<file path="src/rtl/pgdl_pkg.sv">
// Shared types, codes and default sizes for the pair group dedup log unit.
// No dependencies; every other RTL file refers to this package by scoped names.
`default_nettype none

package pgdl_pkg;

  // Default sizes, handed to the top level parameters
  localparam int LOOPS_DEF     = 64;
  localparam int LOG_DEPTH_DEF = 64;
  localparam int GROUP_MAX_DEF = 16;

  // Fixed field widths of the ports
  localparam int LOOP_ID_W   = 6;
  localparam int GSIZE_W     = 5;
  localparam int ID_W        = 64;
  localparam int STATUS_W    = 3;
  localparam int LOG_PAIRS_W = 6;
  localparam int STAGED_W    = 5;

  // Item kinds
  localparam logic MODE_APPEND = 1'b0;
  localparam logic MODE_CLOSE  = 1'b1;

  // Result status codes
  typedef enum logic [STATUS_W-1:0] {
    ST_OK         = 3'd0,
    ST_BAD_SIZE   = 3'd1,
    ST_STAGE_FULL = 3'd2,
    ST_MISMATCH   = 3'd3,
    ST_LOG_FULL   = 3'd4
  } status_t;

  // Back end sequencer states
  typedef enum logic [2:0] {
    B_CLEAR,
    B_IDLE,
    B_DECIDE,
    B_SCAN,
    B_DRAIN,
    B_RESOLVE,
    B_COPY
  } back_state_t;

  // Classified item, as queued between front and back
  typedef struct packed {
    logic                 mode;
    logic [LOOP_ID_W-1:0] loop;
    logic [GSIZE_W-1:0]   gsize;
    logic                 bad_size;
    logic [ID_W-1:0]      first_id;
    logic [ID_W-1:0]      second_id;
  } item_t;

endpackage

`default_nettype wire

</file>
<file path="src/rtl/pgdl_front.sv">
// Front end: accepts items, reduces the loop index, flags bad group sizes
// and queues the classified item in a two-entry queue. Uses pgdl_pkg.
`default_nettype none

module pgdl_front #(
  parameter int LOOPS     = pgdl_pkg::LOOPS_DEF,
  parameter int GROUP_MAX = pgdl_pkg::GROUP_MAX_DEF
) (
  input  wire logic                             clk,
  input  wire logic                             rst,
  input  wire logic                             in_valid,
  output logic                                  in_ready,
  input  wire logic                             mode,
  input  wire logic [pgdl_pkg::LOOP_ID_W-1:0]   loop_id,
  input  wire logic [pgdl_pkg::GSIZE_W-1:0]     group_size,
  input  wire logic [pgdl_pkg::ID_W-1:0]        first_id,
  input  wire logic [pgdl_pkg::ID_W-1:0]        second_id,
  input  wire logic                             hold,
  output logic                                  q_valid,
  output pgdl_pkg::item_t                       q_item,
  input  wire logic                             q_pop
);

  localparam int LOOP_CODES = 2 ** pgdl_pkg::LOOP_ID_W;

  logic [pgdl_pkg::LOOP_ID_W-1:0] loop_tbl [LOOP_CODES];
  pgdl_pkg::item_t                entry [2];
  pgdl_pkg::item_t                item_in;
  logic                           wr_ptr;
  logic                           rd_ptr;
  logic [1:0]                     fill;
  logic                           push;

  // Loop index reduction table, worked out at elaboration
  for (genvar g = 0; g < LOOP_CODES; g++) begin : g_loop_tbl
    assign loop_tbl[g] = pgdl_pkg::LOOP_ID_W'(g % LOOPS);
  end

  // Classify the incoming item
  always_comb begin
    item_in.mode      = mode;
    item_in.loop      = loop_tbl[loop_id];
    item_in.gsize     = group_size;
    item_in.bad_size  = (group_size == '0) || (32'(group_size) > GROUP_MAX);
    item_in.first_id  = first_id;
    item_in.second_id = second_id;
  end

  assign in_ready = (fill != 2'd2) && !hold;
  assign push     = in_valid && in_ready;
  assign q_valid  = (fill != 2'd0);
  assign q_item   = entry[rd_ptr];

  // Queue storage
  always_ff @(posedge clk) begin
    if (push) begin
      entry[wr_ptr] <= item_in;
    end
  end

  // Queue pointers and fill level
  always_ff @(posedge clk) begin
    if (rst) begin
      wr_ptr <= 1'b0;
      rd_ptr <= 1'b0;
      fill   <= 2'd0;
    end else begin
      if (push) begin
        wr_ptr <= ~wr_ptr;
      end
      if (q_pop) begin
        rd_ptr <= ~rd_ptr;
      end
      fill <= fill + 2'(push) - 2'(q_pop);
    end
  end

endmodule

`default_nettype wire

</file>
<file path="config.mk">
export PLATFORM = sky130hd
export DESIGN_NAME = pgdl_front
export DESIGN_NICKNAME = d
export VERILOG_FILES = /design/src/rtl/pgdl_pkg.sv /design/src/rtl/pgdl_front.sv
export SDC_FILE = /design/constraint.sdc
export NUM_CORES = 1
export LEC_CHECK = 0
export ABC_CLOCK_PERIOD_IN_PS = 14500
export BUFFER_PORTS_ARGS = -buffer_cell sky130_fd_sc_hd__buf_2
export CAP_MARGIN = 20
export CORE_UTILIZATION = 50
export DETAILED_ROUTE_END_ITERATION = 7
export GPL_TIMING_DRIVEN = 0
export PLACE_DENSITY_LB_ADDON = 0.2
export SYNTH_ARGS = -nofsm -noshare
export SYNTH_HDL_FRONTEND = slang
export SYNTH_SLANG_ARGS = --single-unit
export TNS_END_PERCENT = 50
</file>
<file path="constraint.sdc">
create_clock -name clk -period 14.5 [get_ports clk]
set_input_delay 4.35 -clock clk [delete_from_list [all_inputs] [get_ports clk]]
set_output_delay 4.35 -clock clk [all_outputs]
set_load 0.02 [all_outputs]
</file>
# Word-level counts from Yosys, hierarchy flattened
# Memory sizes are Yosys's and may differ from the RTL's. A register that Yosys moved wholly into a read port is not among the register bits.
# Cells that the tools add are included.
[word_totals]
ff_bits = 4
mem_bits_rw = 282
mem_bits_ro = 384
out_inout_bits = 143
wordCells = 25
mem_count = 2
[classes]
addsub = 2
n_lt_le_gt_ge = 2
eq_ne = 1
n_mux = 6
bitwise = 3
n_reduce_logical = 6
[memory_table]
columns = ["name", "words", "word_bits", "rd", "rd_clocked_by_memory_dff", "wr", "line", "source"]
rows = [
  ["(name not given)", 64, 6, 1, 0, 0, "pgdl_front.sv:42", "item_in.loop = loop_tbl[loop_id];"],
  ["entry", 2, 141, 1, 1, 1, "pgdl_front.sv:27", "pgdl_pkg::item_t entry [2];"],
]
[op_table]
columns = ["op", "n"]
rows = [
  ["$mux 6", 2],
  ["$ge 7x7->1 const B", 1],
  ["$not 6->7", 1],
  ["$gt 5x5->1 const B", 1],
  ["$logic_not 5->1", 1],
  ["$mux 1", 4],
  ["$add 2x1->2", 1],
  ["$logic_and 1x1->1", 2],
  ["$ne 2x2->1 const B", 1],
  ["$not 1->1", 2],
  ["$reduce_bool 2->1", 1],
  ["$sub 2x1->2", 1],
  ["$logic_not 1->1", 1],
  ["$logic_or 1x1->1", 1],
]

# Logic depth before layout (Yosys ltp)
[depth]
depth_word = 5
depth_mapped = 9
ltp_nobuf = 9

# Worst setup path before layout
# Ideal clock, no wire load.
[synth_path]
path_type = "input port to output port"
from = "input hold"
to = "output in_ready"
arrival_ns = 4.692
required_time_ns = 10.150
path_slack_ns = 5.458
path_stages = 1
n_path_buf = 0
path_cell_list = "nor2_1"
[synth_via]
elab_chain_cells = 2
[synth_lines]
columns = ["element", "line", "source"]
rows = [
  ["start: declaration", "pgdl_front.sv:18", "input wire logic hold,"],
  ["$logic_not 1->1", "pgdl_front.sv:49", "assign in_ready = (fill != 2'd2) && !hold;"],
  ["$logic_and 1x1->1", "pgdl_front.sv:49", ""],
  ["end: declaration", "pgdl_front.sv:12", "output logic in_ready,"],
]
# Every way passes these cells.

# Worst setup path in the final report
# Ends and elaborated chain as after synthesis.

==> flow_summary.ini <==
[place]
dp_hpwl_um = 13500
gp_congestion = 0.744
io_buffer_count = 287
dp.cells = 1032

[floorplanning]
start_util_pct = 51.2
die_y_um = 149
die_x_um = 149
die-area_sq_mm = 0.0222
std_cell_rows = 53
placeableCoreArea_sq_mm = 0.0211
io_pins = 288

[yosys]
ys_async_sr_fraction_pct = 0
yosysWarnings = 0
synth_fp_nets = 614
synth_flop_cell = edfxtp_1
synth_edf_count = 282
synth.distinct_cells = 24
yosysSeqAreaShare_pct = 79.4
yosys_register_bits = 287
synth_area_sq_mm = 0.0108
netlist_instances = 467
avgSynthCellArea_sq_um = 23.1

[timing]
hold_ws_ps = 505
worst_pin_slew_ps = 854
min_period_over_period_pct = 63.3
hold_viol = 0
grt_setup_unrepaired = false
max_freq_mhz = 109
setup_tns_ps = 0
finClkSkew_ps = 5.95
setup_violations = 0
relSlewSlack_pct = 43.1
fin_crit_ps = 9180
drv_slew = 0

[hold_path]
hp-start = wr_ptr
hold_depth = 2
hold_end = wr_ptr
hold_class = flip-flop to flip-flop

[global_routing]
grt_overflow_total = 0
grtUsageTotal_pct = 17.0
grt_max_degree = 75
grt_pass1_wl_um = 28900
grt_pass1_vias = 5651
antenna_found_initial = 6

[power]
total_power_mw = 1.88
power.density_mw_per_mm2 = 139
leakage_nw = 5.24
ir_drop_uv = 95.3

[final_layout]
layout_commonest_cell = buf_2
regArea_sq_mm = 0.00857
stdcell_count = 1086
area_delta_synth_final_pct = 25.5
layout_common_cells = 292 x buf_2, 282 x edfxtp_1, 90 x mux2_4
drive_above_1_share_pct = 60.5
fillers = 1481
multi_input_area_sq_mm = 0.00207
nets = 935

[setup_path]
crit_start = hold
worst-path-buf-inv = 2
r2r_cells = 4
arrival_ps = 4830
cpMostUsedCell = buf_2
cp_cell_sequence = buf_2 > nor2_1 > buf_2
cpLargestDelayFamily = buffers and inverters
cp-end-kind = output pin
worst-setup-path-type = primary input to output pin
cp_slowest_cell = buf_2
regToRegSetupSlack_ps = 12200
slowest_delay_ps = 200
rr_endpoint = entry[0][55]
crit_fanout = 3
r2r-start = fill[0]
critPathLaunchType = primary input
required_ps = 10150

[route]
routed_wirelength_um = 19400
viasPerCell = 4.93
ant_nets = 0
routedWlPerCell_um = 17.8
drc = 0
firstDrtPassIters = 4
drtIter0Drc = 216
num_vias = 5354

[clock_network]
post-cts-setup-buffers = 0
clk_pin_slew_worst_paths_ps = 60
hold_buffers = 0
clock-root-buffer = clkbuf_16
cts.path.max_buffers = 3
clk_latency_ps = 520
cts_buffers = 29
post_cts_resized = 0
tritoncts = done
cts_max_level = 1
clock_sinks = 287

[outcome]
status = completed

[job]
maxCapViolations = 0
## how the worst max path moves through the flow
stage	end	slack, ps	depth (start not counted)
floorplan	in_ready	5460	1
global placement	entry[1][57]	4540	3
detailed placement	in_ready	5320	3
CTS	in_ready	5320	3
global route	in_ready	5250	3
finish	in_ready	5320	3
## worst register-to-register path, stage by stage, from the launching register on
cell and delay [ps]:
dfxtp_1 350, and2b_1 220, or3_1 430, inv_6 490, buf_16 400
## where the power goes
part / switching (mW) / total (mW) / leakage [nW] / internal (mW)
sequential: 0.00873 / 0.962 / 2.62 / 0.953
combinational: 0.131 / 0.237 / 2.19 / 0.106
clock: 0.281 / 0.680 / 0.422 / 0.399
total: 0.421 / 1.88 / 5.24 / 1.46
## synthesized netlist by cell type (2+ instances only)
master    number  area [sq um]
edfxtp_1     282          8470
mux2_4        90          1350
mux2_2        51           574
buf_6         10           113
buf_2          5          25.0
dfxtp_1        5           100
nor2_1         4          15.0
ha_1           2          25.0
inv_1          2          7.51
xor2_1         2          17.5
## registers in the layout, summed over array words and instances (netlist names), named ones only
| name | count |
|---|---|
| entry | 282 |
| fill | 2 |
| rd_ptr | 1 |
| wr_ptr | 1 |
## cells by family (layout without fill, tap and decap cells)
kind of cell,Yosys count,in the layout,synth area share [%]
flip-flops,287,287,79.4
multiplexers,141,141,17.8
buffers and inverters,18,358,1.48
AND/OR/NAND/NOR,14,14,0.696
XOR/XNOR,3,3,0.244
adder cells (fa/ha/maj),2,2,0.232
AO/OA/AOI/OAI,2,2,0.0927
other,0,4,0
## through the flow
stage               instance area, sq um  setup slack, ps  util (%)
finish                             13500             5320      64.2
global route                       13500             5250      64.2
CTS                                13500             5320      64.1
detailed placement                 12700             5320      60.0
global placement                   12600             4540      59.6
floorplan                          10800             5460         -
## layout make-up
class | count | share of cell area [%]
inverters | 2 | 0.0924
diodes | 4 | 0.0739
repair buffers | 290 | 11.2
well taps | 275 | 2.54
clock buffers | 35 | 5.53
plain buffers | 16 | 1.13
clock inverters | 15 | 0.906
multi-input cells | 162 | 15.3
flip-flops and latches | 287 | 63.3
## metal layers
layer	GRT usage [%]	wire length, um	up-vias
met1	19.0	7170	2627
li1	-	-	2496
met2	31.1	10200	198
met5	0	13	-
met4	5.10	405	2
met3	4.92	1630	31
(Power assumes the default switching activity.)
